$ cat config.mk
export PLATFORM = sky130hd
export DESIGN_NAME = rsum_mem
export DESIGN_NICKNAME = d
export VERILOG_FILES = /design/src/rtl/rsum_pkg.sv /design/src/rtl/rsum_mem.sv
export SDC_FILE = /design/constraint.sdc
export NUM_CORES = 2
export LEC_CHECK = 0
export BUFFER_PORTS_ARGS = -buffer_cell sky130_fd_sc_hd__buf_4
export CORE_UTILIZATION = 30
export DETAILED_ROUTE_END_ITERATION = 10
export GPL_TIMING_DRIVEN = 0
export PLACE_DENSITY = 0.51
export SYNTH_ARGS = -nofsm -noshare
export SYNTH_HDL_FRONTEND = slang
export SYNTH_SLANG_ARGS = --single-unit
$ cat constraint.sdc
create_clock -name clk_i -period 9.1 [get_ports clk_i]
set_input_delay 1.82 -clock clk_i [delete_from_list [all_inputs] [get_ports clk_i]]
set_output_delay 1.82 -clock clk_i [all_outputs]
set_load 0.02 [all_outputs]
$ cat src/rtl/rsum_pkg.sv
// ----------------------------------------------------------------------------
// rsum_pkg
// Shared widths, codes and types of the range sum tree.
// ----------------------------------------------------------------------------
package rsum_pkg;

  localparam int unsigned POS_W  = 6;
  localparam int unsigned VAL_W  = 32;
  localparam int unsigned SIZE_W = 7;

  localparam logic [SIZE_W-1:0] SIZE_RESET = 7'd64;

  localparam logic MODE_UPDATE = 1'b0;
  localparam logic MODE_QUERY  = 1'b1;

  typedef enum logic [2:0] {
    ST_CLEAR,
    ST_IDLE,
    ST_UWALK,
    ST_QWALK,
    ST_FINISH
  } state_e;

  typedef struct packed {
    logic signed [VAL_W-1:0] range_sum;
    logic                    bad_index;
  } res_t;

endpackage

$ cat src/rtl/rsum_mem.sv
// ----------------------------------------------------------------------------
// rsum_mem
// Partial sum store: one write port, two registered read ports.
// ----------------------------------------------------------------------------
module rsum_mem #(
  parameter int unsigned DEPTH = 128,
  parameter int unsigned AW    = 7
) (
  input  logic                       clk_i,
  input  logic                       we_i,
  input  logic [AW-1:0]              waddr_i,
  input  logic [rsum_pkg::VAL_W-1:0] wdata_i,
  input  logic [AW-1:0]              raddr_a_i,
  input  logic [AW-1:0]              raddr_b_i,
  output logic [rsum_pkg::VAL_W-1:0] rdata_a_o,
  output logic [rsum_pkg::VAL_W-1:0] rdata_b_o
);

  logic [rsum_pkg::VAL_W-1:0] mem [DEPTH];

  always_ff @(posedge clk_i) begin
    if (we_i) begin
      mem[waddr_i] <= wdata_i;
    end
  end

  always_ff @(posedge clk_i) begin
    rdata_a_o <= mem[raddr_a_i];
    rdata_b_o <= mem[raddr_b_i];
  end

endmodule

### Yosys cells after proc, flatten, opt, wreduce, memory -nomap -nowiden

Memory sizes are Yosys's and may differ from the RTL's. A register that Yosys moved wholly into a read port is not among the register bits.
Cells that the tools add are included.

* multiplexer cells: 2

Operators by type and width (number)
* $mux W1: 2

* memories: 1
* bits in writable memories: 4096
* output and inout bits: 64
* input bits: 55
* register bits: 0

Memories
* mem: depth 128, bits a word 32, rd ports 2, clocked after memory_dff 2, write ports 1, line rsum_mem.sv:19 `logic [rsum_pkg::VAL_W-1:0] mem [DEPTH];`

### Logic depth before layout (Yosys ltp)

* depth in word-level cells: 2
* depth in mapped cells: 8
* gate-level depth less buffers: 4

### Least setup slack after synthesis

Ideal clock, no wire load.

* path type: in2reg
* start point: input we_i
* end point: memory mem[98][0] in the netlist's numbering (enable)
* required time: 8639 ps
* stages: 3
* buffers on the path: 1
* setup slack: 4041 ps
* data arrival time: 4598 ps
* cell sequence: clkbuf_1 -> nand4_1 -> nor3_1

* cells in the longest elaborated chain, start to end: 2

RTL lines
* start, declared: line rsum_mem.sv:10 `input logic we_i,`
* $mux W1: line rsum_mem.sv:22 `if (we_i) begin`
* $mux W1 (implied by the code): line rsum_mem.sv:23 `mem[waddr_i] <= wdata_i;`
* end, declared: line rsum_mem.sv:19

Every way passes these cells.

==> run_results.csv <==
group,metric,value,unit
outcome,run_status,"finished with violations",
outcome,failed_checks,"max-capacitance violations, max-slew violations",
die,area_of_the_core,625000,sq um
global_route,grt.overflow.total,0,
placement,detailed_place_hpwl,519000,microns
worst_setup_path,crit-reg2reg-launch,"mem[61][14]",
logic_synthesis,post-synth-top-area-fraction,65.2,%
worst_setup_path,critPathRequiredTime,10000,ps
power,finalPower,43900,uW
power,seq_power_share,48.3,%
clock_tree,tritoncts,"yes",
power,powerDensity,199,nW/um^2
clock_tree,cts-root-to-sink-buffers,4,
worst_setup_path,rrSetupSlack,6150,ps
layout,fin_area,221000,sq um
power,p_int,33000,uW
clock_tree,count_of_cells_resized_by_post_cts_repair,0,
timing,period_needed,6050,ps
detailed_routing,dr_total_vias,102000,
logic_synthesis,syn_inst_count,7701,
global_route,first_global_vias,103000,
timing,worst-slew-pin-transition,1630,ps
layout,area.growth.synth_to_final,16.9,%
global_route,grt_util_all_layers,22.3,%
logic_synthesis,synth_top_cell_by_area,"edfxtp_1",
logic_synthesis,synth_area_per_cell,24.5,sq um
timing,timing.fmax,165,MHz
logic_synthesis,ys_dominant_reg_cell,"edfxtp_1",
worst_setup_path,path_max_fanout,10,
logic_synthesis,synthesis.area,189000,sq um
placement,dp.cells,16300,
die,start_util,30.2,%
die,i_o_pin_total,119,
timing,finalHoldViolations,0,
logic_synthesis,mappedNetlistNets,7756,
worst_setup_path,worstReg2RegEnd,"rdata_b_o[14]",
layout,drive_gt1_share,45.6,%
layout,post_layout_nonfiller_instances,17600,
clock_tree,cts_setup_buffers,0,
placement,detailed_place.area,205000,sq um
placement,dp_worst_setup_slack,2100,ps
power,power.switching,10900,uW
detailed_routing,ant_nets,0,
run,cap_viol_max_count,7,
clock_tree,clock_insertion_delay_worst_skew,1050,ps
layout,final_nets,8518,
power,combinationalPowerShare,10.2,%
worst_setup_path,timing.reg2reg.worst_path_depth,4,
detailed_routing,drtIter0Drc,14800,
power,share_clk_of_total_power,41.4,%
worst_setup_path,path_class,"input port to flip-flop",
worst_setup_path,origin_of_the_worst_setup_path,"raddr_b_i[2]",
detailed_routing,wl_per_cell,41.0,microns
logic_synthesis,synth_seq_cells,4160,
logic_synthesis,synth_async_reset_ratio,0,%
worst_setup_path,worst_ep_arrival_time,6950,ps
clock_tree,tritoncts.num_buffers,438,
placement,routabilityCongestion,0.966,
clock_tree,cts.clk_slew.worst_paths,60,ps
worst_setup_path,critical_path.endpoint,"rdata_b_o[8]",
timing,final.setup_skew,42.6,ps
placement,port_buffers,100,
global_route,grt_antenna_before_repair,216,
timing,rsz0062_at_grt,"false",
worst_setup_path,critPathCaptureType,"flip-flop",
clock_tree,htree_levels,5,
logic_synthesis,synth.area.top_cells,"edfxtp_1, mux4_2, clkbuf_1",
clock_tree,cts-hold-fix-buffers,0,
logic_synthesis,synth.cells.most_frequent,"edfxtp_1, mux4_2, clkbuf_1",
clock_tree,clock_sinks,4160,
die,floorplan.die.height,795,microns
logic_synthesis,synth-edff-count,4096,
power,ir_worst_vdd,0.000165,V
clock_tree,cts-root-buf,"clkbuf_16",
die,placement_rows,290,
worst_setup_path,startpoint_type,"input port",
timing,report.final.setup_viol,0,
logic_synthesis,yosysWarningCount,0,
die,fp.dieArea,632000,sq um
power,total_leakage_power,0.0656,uW
timing,period_share,66.4,%
die,chipWidth,795,microns
timing,final_critical_path_setup_slack,3050,ps
hold_path,type_of_the_worst_min_delay_path,"input port to flip-flop",
logic_synthesis,post-synth-top-count-cell,"edfxtp_1",
logic_synthesis,synth_seq_area_share,65.8,%
detailed_routing,routed_wl,721000,microns
global_route,global_route_wire_length_before_repair,950000,microns
global_route,grt_start_max_net_pins,129,
detailed_routing,detailedRoute.firstPassIterationCount,7,
timing,drv_slew,77,
power,power_switching_share,24.9,%
logic_synthesis,synthDistinctLibCells,17,
detailed_routing,drc_errors,0,
timing,worst_slew_margin_rel,-8.48,%
detailed_routing,drt-vias-per-instance,5.81,
power by group through the flow:
stage | combinational, uW | clock (uW) | sequential [uW]
finish | 4490 | 18200 | 21200
global route | 4540 | 19000 | 21200
CTS | 4350 | 18400 | 21200
detailed placement | 4350 | 0 | 21600
global placement | 4220 | 0 | 21600
floorplan | 1990 | 0 | 21700
layout make-up:
cell class / count / area [sq um]
fill: 56900 / 404000
tap: 8322 / 10400
clock inverter: 275 / 2520
buffer: 619 / 2620
antenna: 427 / 1070
multi-input combinational: 2922 / 62900
sequential: 4160 / 124000
timing repair buffer: 322 / 5220
clock buffer: 536 / 11700
worst min-delay path by stage:
stage	endpoint	start	cells after the start
4_1_cts	mem[98][18]	wdata_i[18]	1
5_1_grt	mem[81][29]	wdata_i[29]	1
6_report	mem[81][29]	wdata_i[29]	1
3_3_place_gp	rdata_a_o[14]	mem[74][14]	4
2_1_floorplan	rdata_a_o[0]	mem[36][0]	4
3_5_place_dp	rdata_a_o[15]	mem[74][15]	4
state kept, by name, indices dropped and copies added, names as in the netlist:
register	cells
mem	4096
rdata_a_o	32
rdata_b_o	32
stage by stage:
step / utilization, % / hold WS (ps) / TNS, ps
global placement: 32.0 / 1210 / -96410
global route: 35.3 / 1050 / 0
CTS: 35.1 / 1150 / 0
floorplan: - / 1090 / 0
finish: 35.3 / 1080 / 0
detailed placement: 32.8 / 1240 / 0
cells in the final DEF, fill, tap and decap left out, types with 8 or more instances in the layout:
cell / synthesis / final
buf_6: 2 / 66
clkinv_1: 0 / 99
inv_6: 0 / 8
buf_12: 0 / 135
clkbuf_16: 0 / 452
bufinv_16: 0 / 39
nand2_1: 14 / 14
mux2_2: 64 / 64
nand3_1: 12 / 12
buf_2: 103 / 122
diode_2: 0 / 427
dfxtp_1: 64 / 64
mux4_2: 2688 / 2688
edfxtp_1: 4096 / 4096
clkinvlp_4: 0 / 14
clkinv_4: 0 / 9
clkbuf_2: 0 / 54
buf_16: 0 / 43
clkinv_2: 0 / 92
nor3_2: 0 / 9
buf_1: 132 / 110
buf_4: 17 / 95
clkbuf_1: 365 / 392
nor2_4: 0 / 119
cells by family after synthesis:
family / after synthesis / synth area share [%]
buffers and inverters: 619 / 1.34
DFF: 4160 / 65.8
muxes: 2752 / 32.5
and+or+nand+nor: 170 / 0.369
critical path: stages:
cell and delay, ps:
clkbuf_1 290, buf_2 740, buf_2 790, clkbuf_1 920, mux4_2 440, mux4_2 640, mux4_2 770, mux2_2 470
layer usage:
layer / part of all wire (%) / routed length (microns) / global-route usage [%]
met5: 0.10 / 737 / 0.234
met4: 5.1 / 37100 / 10.1
met3: 12 / 89600 / 8.56
met2: 46 / 332000 / 34.5
met1: 36 / 262000 / 27.6
Power figures use the tool's default switching activity.
