[src/rtl/rsum_pkg.sv]
// ----------------------------------------------------------------------------
// rsum_pkg
// Shared widths, codes and types of the range sum tree.
// ----------------------------------------------------------------------------
package rsum_pkg;

  localparam int unsigned POS_W  = 6;
  localparam int unsigned VAL_W  = 32;
  localparam int unsigned SIZE_W = 7;

  localparam logic [SIZE_W-1:0] SIZE_RESET = 7'd64;

  localparam logic MODE_UPDATE = 1'b0;
  localparam logic MODE_QUERY  = 1'b1;

  typedef enum logic [2:0] {
    ST_CLEAR,
    ST_IDLE,
    ST_UWALK,
    ST_QWALK,
    ST_FINISH
  } state_e;

  typedef struct packed {
    logic signed [VAL_W-1:0] range_sum;
    logic                    bad_index;
  } res_t;

endpackage

[src/rtl/rsum_if.sv]
// ----------------------------------------------------------------------------
// rsum_if
// Valid/ready channels for request and result items.
// ----------------------------------------------------------------------------
interface rsum_in_if;
  logic                               valid;
  logic                               ready;
  logic                               mode;
  logic        [rsum_pkg::POS_W-1:0]  position;
  logic signed [rsum_pkg::VAL_W-1:0]  new_value;
  logic        [rsum_pkg::POS_W-1:0]  range_first;
  logic        [rsum_pkg::POS_W-1:0]  range_last;

  modport source (output valid, mode, position, new_value, range_first, range_last,
                  input ready);
  modport sink   (input valid, mode, position, new_value, range_first, range_last,
                  output ready);
endinterface


[src/rtl/rsum_engine.sv]
// ----------------------------------------------------------------------------
// rsum_engine
// Sequencer: clearing pass, leaf-to-root update walk, bottom-up range walk.
// ----------------------------------------------------------------------------
module rsum_engine #(
  parameter  int unsigned LEAVES = 64,
  localparam int unsigned NW     = $clog2(2 * LEAVES),
  localparam int unsigned CW     = (NW + 1 > rsum_pkg::SIZE_W) ? NW + 1 : rsum_pkg::SIZE_W
) (
  input  logic                       clk_i,
  input  logic                       rst_ni,
  rsum_in_if.sink                    in_i,
  input  logic [CW-1:0]              size_eff_i,
  input  logic                       slot_free_i,
  output logic                       res_valid_o,
  output rsum_pkg::res_t             res_o,
  output logic                       mem_we_o,
  output logic [NW-1:0]              mem_waddr_o,
  output logic [rsum_pkg::VAL_W-1:0] mem_wdata_o,
  output logic [NW-1:0]              mem_raddr_a_o,
  output logic [NW-1:0]              mem_raddr_b_o,
  input  logic [rsum_pkg::VAL_W-1:0] mem_rdata_a_i,
  input  logic [rsum_pkg::VAL_W-1:0] mem_rdata_b_i
);

  localparam int unsigned LAST = 2 * LEAVES - 1;
  localparam int unsigned VW   = rsum_pkg::VAL_W;

  rsum_pkg::state_e state_q, state_d;

  logic [NW-1:0] clr_q, clr_d;
  logic [NW-1:0] node_q, node_d;
  logic [VW-1:0] carry_q, carry_d;
  logic [NW:0]   lo_q, lo_d, hi_q, hi_d;
  logic          pa_q, pa_d, pb_q, pb_d;
  logic [VW-1:0] acc_q, acc_d;
  logic          bad_q, bad_d;

  logic          accept, is_update, upd_bad, q_empty, issue;
  logic [CW-1:0] pos_x, first_x, last_x, last_c;
  logic [NW-1:0] leaf, parent;
  logic [NW:0]   lo_init, hi_init, hi_m1;
  logic [VW-1:0] upd_sum;

  assign accept    = in_i.valid && in_i.ready;
  assign is_update = (in_i.mode == rsum_pkg::MODE_UPDATE);
  assign pos_x     = CW'(in_i.position);
  assign first_x   = CW'(in_i.range_first);
  assign last_x    = CW'(in_i.range_last);
  assign last_c    = (last_x > size_eff_i - CW'(1)) ? size_eff_i - CW'(1) : last_x;
  assign q_empty   = first_x > last_c;
  assign upd_bad   = pos_x >= size_eff_i;
  assign leaf      = NW'(pos_x + CW'(LEAVES));
  assign lo_init   = (NW+1)'(first_x + CW'(LEAVES));
  assign hi_init   = (NW+1)'(last_c + CW'(LEAVES) + CW'(1));
  assign parent    = node_q >> 1;
  assign upd_sum   = carry_q + mem_rdata_a_i;
  assign issue     = lo_q < hi_q;
  assign hi_m1     = hi_q - (NW+1)'(1);

  always_comb begin
    state_d = state_q;
    unique case (state_q)
      rsum_pkg::ST_CLEAR: begin
        if (clr_q == NW'(LAST)) state_d = rsum_pkg::ST_IDLE;
      end
      rsum_pkg::ST_IDLE: begin
        if (accept) begin
          if (!is_update)   state_d = rsum_pkg::ST_QWALK;
          else if (upd_bad) state_d = rsum_pkg::ST_FINISH;
          else              state_d = rsum_pkg::ST_UWALK;
        end
      end
      rsum_pkg::ST_UWALK: begin
        if (parent == NW'(1)) state_d = rsum_pkg::ST_FINISH;
      end
      rsum_pkg::ST_QWALK: begin
        if (!issue) state_d = rsum_pkg::ST_FINISH;
      end
      rsum_pkg::ST_FINISH: begin
        if (slot_free_i) state_d = rsum_pkg::ST_IDLE;
      end
      default: state_d = rsum_pkg::ST_CLEAR;
    endcase
  end

  always_comb begin
    clr_d         = clr_q;
    node_d        = node_q;
    carry_d       = carry_q;
    lo_d          = lo_q;
    hi_d          = hi_q;
    pa_d          = 1'b0;
    pb_d          = 1'b0;
    acc_d         = acc_q;
    bad_d         = bad_q;
    in_i.ready    = 1'b0;
    res_valid_o   = 1'b0;
    mem_we_o      = 1'b0;
    mem_waddr_o   = clr_q;
    mem_wdata_o   = '0;
    mem_raddr_a_o = lo_q[NW-1:0];
    mem_raddr_b_o = hi_m1[NW-1:0];
    unique case (state_q)
      rsum_pkg::ST_CLEAR: begin
        mem_we_o = 1'b1;
        clr_d    = clr_q + NW'(1);
      end
      rsum_pkg::ST_IDLE: begin
        in_i.ready    = 1'b1;
        mem_raddr_a_o = leaf ^ NW'(1);
        if (accept) begin
          acc_d   = '0;
          bad_d   = is_update && upd_bad;
          node_d  = leaf;
          carry_d = in_i.new_value;
          if (q_empty) begin
            lo_d = '0;
            hi_d = '0;
          end else begin
            lo_d = lo_init;
            hi_d = hi_init;
          end
          if (is_update && !upd_bad) begin
            mem_we_o    = 1'b1;
            mem_waddr_o = leaf;
            mem_wdata_o = in_i.new_value;
          end
        end
      end
      rsum_pkg::ST_UWALK: begin
        mem_we_o      = 1'b1;
        mem_waddr_o   = parent;
        mem_wdata_o   = upd_sum;
        mem_raddr_a_o = parent ^ NW'(1);
        carry_d       = upd_sum;
        node_d        = parent;
      end
      rsum_pkg::ST_QWALK: begin
        acc_d = acc_q + (pa_q ? mem_rdata_a_i : '0) + (pb_q ? mem_rdata_b_i : '0);
        if (issue) begin
          pa_d = lo_q[0];
          pb_d = hi_q[0];
          lo_d = (lo_q + (NW+1)'(lo_q[0])) >> 1;
          hi_d = (hi_q - (NW+1)'(hi_q[0])) >> 1;
        end
      end
      rsum_pkg::ST_FINISH: begin
        res_valid_o = slot_free_i;
      end
      default: ;
    endcase
  end

  assign res_o.range_sum = acc_q;
  assign res_o.bad_index = bad_q;

  always_ff @(posedge clk_i or negedge rst_ni) begin
    if (!rst_ni) begin
      state_q <= rsum_pkg::ST_CLEAR;
      clr_q   <= '0;
      pa_q    <= 1'b0;
      pb_q    <= 1'b0;
    end else begin
      state_q <= state_d;
      clr_q   <= clr_d;
      pa_q    <= pa_d;
      pb_q    <= pb_d;
    end
  end

  always_ff @(posedge clk_i) begin
    node_q  <= node_d;
    carry_q <= carry_d;
    lo_q    <= lo_d;
    hi_q    <= hi_d;
    acc_q   <= acc_d;
    bad_q   <= bad_d;
  end

  a_no_overwrite: assert property (@(posedge clk_i) disable iff (!rst_ni)
    res_valid_o |-> slot_free_i)
    else $error("result issued while output slot busy");

  a_bad_no_write: assert property (@(posedge clk_i) disable iff (!rst_ni)
    (accept && is_update && upd_bad) |-> !mem_we_o ##1 !mem_we_o)
    else $error("rejected update touched the tree");

  a_no_node_zero: assert property (@(posedge clk_i) disable iff (!rst_ni)
    (mem_we_o && state_q != rsum_pkg::ST_CLEAR) |-> (mem_waddr_o != '0))
    else $error("write to unused node zero");

  a_pending_in_walk: assert property (@(posedge clk_i) disable iff (!rst_ni)
    (pa_q || pb_q) |-> (state_q == rsum_pkg::ST_QWALK))
    else $error("pending read outside range walk");

endmodule

[src/flat_wrapper.sv]
// flat-port wrapper written by rule: the top's interface ports become plain ports
module rsum_engine_flat 
#(
  parameter  int unsigned LEAVES = 64,
  localparam int unsigned NW     = $clog2(2 * LEAVES),
  localparam int unsigned CW     = (NW + 1 > rsum_pkg::SIZE_W) ? NW + 1 : rsum_pkg::SIZE_W
)
  (clk_i, rst_ni, size_eff_i, slot_free_i, res_valid_o, res_o, mem_we_o, mem_waddr_o, mem_wdata_o, mem_raddr_a_o, mem_raddr_b_o, mem_rdata_a_i, mem_rdata_b_i, in_i_valid, in_i_mode, in_i_position, in_i_new_value, in_i_range_first, in_i_range_last, in_i_ready);
  rsum_in_if in_i_i ();
  input  logic clk_i;
  input  logic rst_ni;
  input  logic [CW-1:0] size_eff_i;
  input  logic slot_free_i;
  output logic res_valid_o;
  output rsum_pkg::res_t res_o;
  output logic mem_we_o;
  output logic [NW-1:0] mem_waddr_o;
  output logic [rsum_pkg::VAL_W-1:0] mem_wdata_o;
  output logic [NW-1:0] mem_raddr_a_o;
  output logic [NW-1:0] mem_raddr_b_o;
  input  logic [rsum_pkg::VAL_W-1:0] mem_rdata_a_i;
  input  logic [rsum_pkg::VAL_W-1:0] mem_rdata_b_i;
  input wire logic [$bits(in_i_i.valid)-1:0] in_i_valid;
  input wire logic [$bits(in_i_i.mode)-1:0] in_i_mode;
  input wire logic [$bits(in_i_i.position)-1:0] in_i_position;
  input wire logic [$bits(in_i_i.new_value)-1:0] in_i_new_value;
  input wire logic [$bits(in_i_i.range_first)-1:0] in_i_range_first;
  input wire logic [$bits(in_i_i.range_last)-1:0] in_i_range_last;
  output wire logic [$bits(in_i_i.ready)-1:0] in_i_ready;
  assign in_i_i.valid = in_i_valid;
  assign in_i_i.mode = in_i_mode;
  assign in_i_i.position = in_i_position;
  assign in_i_i.new_value = in_i_new_value;
  assign in_i_i.range_first = in_i_range_first;
  assign in_i_i.range_last = in_i_range_last;
  assign in_i_ready = in_i_i.ready;
  rsum_engine #(.LEAVES(LEAVES)) u_core (.clk_i(clk_i), .rst_ni(rst_ni), .in_i(in_i_i), .size_eff_i(size_eff_i), .slot_free_i(slot_free_i), .res_valid_o(res_valid_o), .res_o(res_o), .mem_we_o(mem_we_o), .mem_waddr_o(mem_waddr_o), .mem_wdata_o(mem_wdata_o), .mem_raddr_a_o(mem_raddr_a_o), .mem_raddr_b_o(mem_raddr_b_o), .mem_rdata_a_i(mem_rdata_a_i), .mem_rdata_b_i(mem_rdata_b_i));
endmodule
[config.mk]
export PLATFORM = sky130hd
export DESIGN_NAME = rsum_engine_flat
export DESIGN_NICKNAME = d
export VERILOG_FILES = /design/src/rtl/rsum_pkg.sv /design/src/rtl/rsum_if.sv /design/src/rtl/rsum_engine.sv /design/src/flat_wrapper.sv
export SDC_FILE = /design/constraint.sdc
export NUM_CORES = 1
export LEC_CHECK = 0
export BUFFER_PORTS_ARGS = -buffer_cell sky130_fd_sc_hd__buf_2
export CORE_MARGIN = 5
export CORE_UTILIZATION = 55
export CTS_CLUSTER_DIAMETER = 50
export DETAILED_ROUTE_END_ITERATION = 16
export PLACE_DENSITY = 0.81
export SLEW_MARGIN = 20
export SYNTH_ARGS = -nofsm -noshare
export SYNTH_HDL_FRONTEND = slang
export SYNTH_SLANG_ARGS = --single-unit
[constraint.sdc]
create_clock -name clk_i -period 5.5 [get_ports clk_i]
set_input_delay 0.55 -clock clk_i [delete_from_list [all_inputs] [get_ports clk_i]]
set_output_delay 0.55 -clock clk_i [all_outputs]
set_load 0.05 [all_outputs]
Word-level counts from Yosys, hierarchy flattened
Cells that the tools add are included.
{"block": "word_totals", "ff_bits": 100, "in_bits": 127, "out_inout_bits": 89}
{"block": "classes", "n_addsub": 12, "order_cmp": 4, "eq_ne": 12, "mux": 41, "n_bitwise": 3, "n_reduce_logical": 13}
{"op": "2-to-1 mux 32 bit", "n": 6}
{"op": "one-hot mux 32 bit (2 select lines)", "n": 3}
{"op": "adder 32 bit", "n": 3}
{"op": "2-to-1 mux 8 bit", "n": 7}
{"op": "one-hot mux 7 bit (2 select lines)", "n": 3}
{"op": "one-hot mux 8 bit (2 select lines)", "n": 2}
{"op": "2-to-1 mux 3 bit", "n": 7}
{"op": "2-to-1 mux 7 bit", "n": 3}
{"op": "> comparator 6 x 8 -> 1 bit", "n": 2}
{"op": "one-hot mux 3 bit (5 select lines)", "n": 1}
{"op": "adder 6 x 7 -> 8 bit, second input constant", "n": 1}
{"op": "adder 8 x 1 -> 8 bit", "n": 1}
{"op": "adder 8 x 1 -> 8 bit, second input constant", "n": 1}
{"op": "adder 8 x 7 -> 8 bit, second input constant", "n": 1}
{"op": ">= comparator 6 x 8 -> 1 bit", "n": 1}
{"op": "< comparator 8 bit", "n": 1}
{"op": "2-to-1 mux 1 bit", "n": 8}
{"op": "inequality test 2 x 1 -> 1 bit, second input constant", "n": 4}
{"op": "subtractor 8 x 1 -> 8 bit", "n": 1}
{"op": "subtractor 8 x 1 -> 8 bit, second input constant", "n": 1}
{"op": "adder 6 x 7 -> 7 bit, second input constant", "n": 1}
{"op": "adder 7 x 1 -> 7 bit, second input constant", "n": 1}
{"op": "equality test 7 bit, second input constant", "n": 1}
{"op": "subtractor 7 x 1 -> 7 bit, second input constant", "n": 1}
{"op": "15 further kinds", "n": 24}

Logic depth before layout (Yosys ltp)
{"block": "logic_depth", "depth_word": 8, "mapped_depth": 24}

Worst setup path after synthesis
OpenSTA, ideal clock, no wires.
{"block": "synth_path", "path_kind": "input to register", "startpoint": "input size_eff_i[0]", "endpoint": "register u_core.hi_q[3], data pin", "setup_ns": 0.153, "arrival_time_ns": 4.152, "slack_ns": 1.195, "cell_stages": 23, "path_buffers": 2, "path_cell_list": "inv_1 > ha_1 > ha_1 > nor2b_1 > o21a_1 > o21ai_0 > a21oi_1 > maj3_2 > nand2_2 > buf_1 > nor2_1 > a21o_1 > inv_1 > ha_1 > nor2b_1 > o21ai_0 > a21oi_1 > a211oi_1 > nor2_1 > nor2_1 > clkbuf_1 > o211ai_1 > o21ai_0"}
{"block": "synth_via", "elab_chain_cells": 8}
{"item": "from (decl)", "line_no": "flat_wrapper.sv:12", "rtl": "input logic [CW-1:0] size_eff_i;"}
{"item": "subtractor 8 x 1 -> 8 bit (*)", "line_no": "rsum_engine.sv:50", "rtl": "assign last_c = (last_x > size_eff_i - CW'(1)) ? size_eff_i - CW'(1) : last_x;"}
{"item": "> comparator 6 x 8 -> 1 bit", "line_no": "rsum_engine.sv:50"}
{"item": "2-to-1 mux 8 bit (*)", "line_no": "rsum_engine.sv:50"}
{"item": "adder 8 x 7 -> 8 bit", "line_no": "rsum_engine.sv:55", "rtl": "assign hi_init = (NW+1)'(last_c + CW'(LEAVES) + CW'(1));"}
{"item": "adder 8 x 1 -> 8 bit", "line_no": "rsum_engine.sv:55"}
{"item": "2-to-1 mux 8 bit (*)", "line_no": "rsum_engine.sv:117", "rtl": "if (q_empty) begin"}
{"item": "2-to-1 mux 8 bit (*)", "line_no": "rsum_engine.sv:112", "rtl": "if (accept) begin"}
{"item": "one-hot mux 8 bit (2 select lines) (*)", "line_no": "rsum_engine.sv:104", "rtl": "unique case (state_q)"}
{"item": "net u_core.hi_d[3]", "line_no": "rsum_engine.sv:34", "rtl": "logic [NW:0] lo_q, lo_d, hi_q, hi_d;"}
{"item": "to (signal assigned)", "line_no": "rsum_engine.sv:176", "rtl": "hi_q <= hi_d;"}
{"item": "to (decl)", "line_no": "rsum_engine.sv:34"}
The timed path passes the listed nets; every way through them passes the cells marked *. The select of a mux whose other input is x is not followed.
A chain may end at the register's enable or synchronous reset.

Worst setup path in the final report
{"block": "layout_path", "startpoint": "register u_core.pb_q", "endpoint": "register u_core.acc_q[31], data pin"}
{"block": "layout_via", "elab_chain_cells": 3}
{"item": "from (decl)", "line_no": "rsum_engine.sv:35", "rtl": "logic pa_q, pa_d, pb_q, pb_d;"}
{"item": "from (signal assigned)", "line_no": "rsum_engine.sv:168", "rtl": "pb_q <= pb_d;"}
{"item": "2-to-1 mux 32 bit", "line_no": "rsum_engine.sv:140", "rtl": "acc_d = acc_q + (pa_q ? mem_rdata_a_i : '0) + (pb_q ? mem_rdata_b_i : '0);"}
{"item": "adder 32 bit", "line_no": "rsum_engine.sv:140"}
{"item": "one-hot mux 32 bit (2 select lines)", "line_no": "rsum_engine.sv:104"}
{"item": "to (signal assigned)", "line_no": "rsum_engine.sv:177", "rtl": "acc_q <= acc_d;"}
{"item": "to (decl)", "line_no": "rsum_engine.sv:36", "rtl": "logic [VW-1:0] acc_q, acc_d;"}
No other way between the ends.

==> results_dict.tcl <==
set metrics [dict create \
    fp.dieArea_um2 20330 \
    grt_usage 0.2613 \
    dpl.cell_count 1545 \
    syn_area_per_cell_um2 8.580 \
    synth-seq-cells 98 \
    core_um2 17300 \
    cp_data_arrival_time_ns 4.32 \
    grt_pass1_wl_um 42970 \
    cts_resized 0 \
    ir_worst_vdd_mv 0.1463 \
    reg2reg_to "u_core.acc_q[31]$_SDFFCE_PN0P_" \
    worstMarginPinSlew_ns 0.9807 \
    cts.sink_count 98 \
    die_h_um 142.6 \
    htreeDepth 3 \
    final_common_cell "nand2_1" \
    status "finished clean" \
    worstReg2RegStart "u_core.pb_q$_DFF_PN0_" \
    finalHoldViolations 0 \
    antenna_found_initial 1 \
    clock-root-buffer "clkbuf_16" \
    cp_top_family "compound AO/OA/AOI/OAI gates" \
    reg2reg_setup_slack_ns 1.27 \
    final_layout_size_suffix_gt1_frac 0.2006 \
    maxCapViolations 0 \
    finClkSkew_ns 0.01200 \
    clk_pin_slew_worst_paths_ns 0.07 \
    hold_path_class "input port to async pin" \
    post-dp-hpwl_um 21270 \
    synth_nets 1376 \
    fin_nets 1580 \
    drt_iter0_markers 565 \
    async_flop_share 0.1224 \
    wl_per_cell_um 17.25 \
    yosysSeqAreaShare 0.2981 \
    cp-end-kind "flop" \
    port_buffers 215 \
    syn_inst 1127 \
    worstRegToRegCells 15 \
    p_leak_nw 5.680 \
    rsz0062_at_grt "false" \
    synth-warning-count 0 \
    synth_area_um2 9669 \
    finalNonFillerCells 1561 \
    drc 0 \
    clockBufferDepth 2 \
    dieWidth_um 142.6 \
    antenna_cells 0 \
    critical_path_buf_inv_count 2 \
    crit_slowest_cell "dfrtp_1" \
    finalSetupViolations 0 \
    overflow 0 \
    power.density_nw_per_um2 151.0 \
    setup_tns_ns 0 \
    fin_crit_sh 0.7684 \
    report.final.slew_viol_count 0 \
    critPathMaxStageDelay_ns 0.77 \
    ys.flop_type "edfxtp_1" \
    syn2layout_area_growth_pct 16.45 \
    post_cts_buffers 0 \
    fmax_mhz 236.6 \
    grt_pass1_vias 8810 \
    rows 48 \
    ios 216 \
    fin_crit_ns 4.226 \
    insertion_delay_ns 0.35 \
    totalWireLength_um 26920 \
    startpoint_type "flop" \
    crit_type "flop to flop" \
    final_cell_mix "nand2_1 (216), buf_2 (215), inv_1 (129)" \
    ant_nets 0 \
    synth-edff-count 86 \
    vias_per_cell 5.712 \
    required_ns 5.59 \
    tritoncts "yes" \
    grt_max_degree 36 \
    path_max_fanout 19 \
    yosysUniqueCellTypes 78 \
    vias 8917 \
    path_cells "nand2_1, fa_1, inv_1, ha_1, inv_1, fa_1, nor2b_1, o31a_1, o311ai_1, a2111o_1, nand3_1, o2111ai_1, o21ai_1, xnor2_1, nor2_1" \
    start_util 0.5590 \
    gp_congestion 0.9391 \
    numCtsBuffers 9 \
    firstDrtPassIters 5 \
    slew_headroom 0.3455 \
    cts_hold_buf 0 \
]
-- where the power goes --
part	switching, W	total, W	internal (W)	leakage (nW)
clock network	0.000283	0.000631	0.000348	0.134
logic	0.000144	0.000262	0.000118	4.56
registers	0	0.000807	0.000807	0.989
-- layer usage --
layer	global-route usage	routed length [µm]	vias to the layer above
met3	0.04536	2158	45
met2	0.4456	12900	365
met5	0	20	-
met4	0.08904	714	2
met1	0.3363	11130	4174
li1	-	-	4331
-- logic make-up (layout without fill, tap and decap cells) --
logic type / after synthesis / count (layout) / synth area share
AND/OR/NAND/NOR: 410 / 410 / 0.1909
AO/OA/AOI/OAI: 249 / 249 / 0.1836
buffers and inverters: 162 / 371 / 0.06353
adder cells (fa/ha/maj): 123 / 123 / 0.1847
flip-flops: 98 / 98 / 0.2981
XOR/XNOR: 75 / 75 / 0.06793
multiplexers: 10 / 10 / 0.01126
-- through the flow --
| stage | power, W | util | hold slack (ns) | worst slack [ns] | area (µm²) |
|---|---|---|---|---|---|
| 2_1_floorplan | 0.0009777 | - | 0.2544 | 1.195 | 9669 |
| 3_3_place_gp | 0.001076 | 0.6349 | 0.4558 | 1.211 | 10980 |
| 3_5_place_dp | 0.001081 | 0.6349 | 0.4673 | 1.121 | 10980 |
| 4_1_cts | 0.001700 | 0.6510 | 0.09418 | 1.268 | 11260 |
| 5_1_grt | 0.001768 | 0.6510 | 0.1071 | 1.014 | 11260 |
| 6_report | 0.001700 | 0.6510 | 0.08792 | 1.274 | 11260 |
-- cells in the mapped netlist, types with 9 or more instances --
cell type	count	area [µm²]
nand2_1	216	810.8
inv_1	129	484.2
ha_1	89	1114
edfxtp_1	86	2582
nor2_1	70	262.8
a21o_1	51	382.9
xnor2_1	47	411.6
a21oi_1	45	225.2
o21ai_0	44	220.2
fa_1	33	660.6
xor2_1	28	245.2
clkbuf_1	25	93.84
nand3_1	23	115.1
nor3_1	21	105.1
a211oi_1	14	105.1
and3_1	14	87.58
a221o_1	13	130.1
dfrtp_1	12	300.3
o21a_1	12	90.09
nand4_1	10	62.56
and2_1	9	56.30
-- cell type report --
class	instances	area [µm²]
Inverter	130	488.0
Tap cell	225	281.5
Sequential cell	98	2883
Fill cell	1472	6037
Multi-Input combinational cell	867	6178
Timing Repair Buffer	225	1151
Clock inverter	5	45.04
Clock buffer	11	232.7
-- state kept, by name (all words and copies together), names as in the netlist --
| register | cells |
|---|---|
| u_core.pb_q | 1 |
| u_core.hi_q | 8 |
| u_core.clr_q | 7 |
| u_core.node_q | 6 |
| u_core.state_q | 3 |
| u_core.carry_q | 32 |
| u_core.acc_q | 32 |
| u_core.bad_q | 1 |
| u_core.pa_q | 1 |
| u_core.lo_q | 7 |
-- worst register-to-register path: stages (launching register included) --
cell and delay (ns):
dfrtp_1 0.77, nand2_1 0.18, fa_1 0.49, inv_1 0.07, ha_1 0.20, inv_1 0.07, fa_1 0.37, nor2b_1 0.22
o31a_1 0.23, o311ai_1 0.19, a2111o_1 0.49, nand3_1 0.09, o2111ai_1 0.18, o21ai_1 0.21, xnor2_1 0.15, nor2_1 0.06
-- how the worst max path moves through the flow --
stage	start	to	slack, ns	cells after the start
floorplan	size_eff_i[0]	u_core.hi_q[3]$_DFFE_PP_	1.20	23
global placement	size_eff_i[0]	u_core.lo_q[3]$_DFFE_PP_	1.21	21
detailed placement	size_eff_i[0]	u_core.lo_q[3]$_DFFE_PP_	1.12	21
CTS	u_core.pb_q$_DFF_PN0_	u_core.acc_q[31]$_SDFFCE_PN0P_	1.27	15
global route	size_eff_i[0]	u_core.hi_q[4]$_DFFE_PP_	1.01	23
finish	u_core.pb_q$_DFF_PN0_	u_core.acc_q[31]$_SDFFCE_PN0P_	1.27	15
Note: power is estimated with default switching activity, not from simulation.
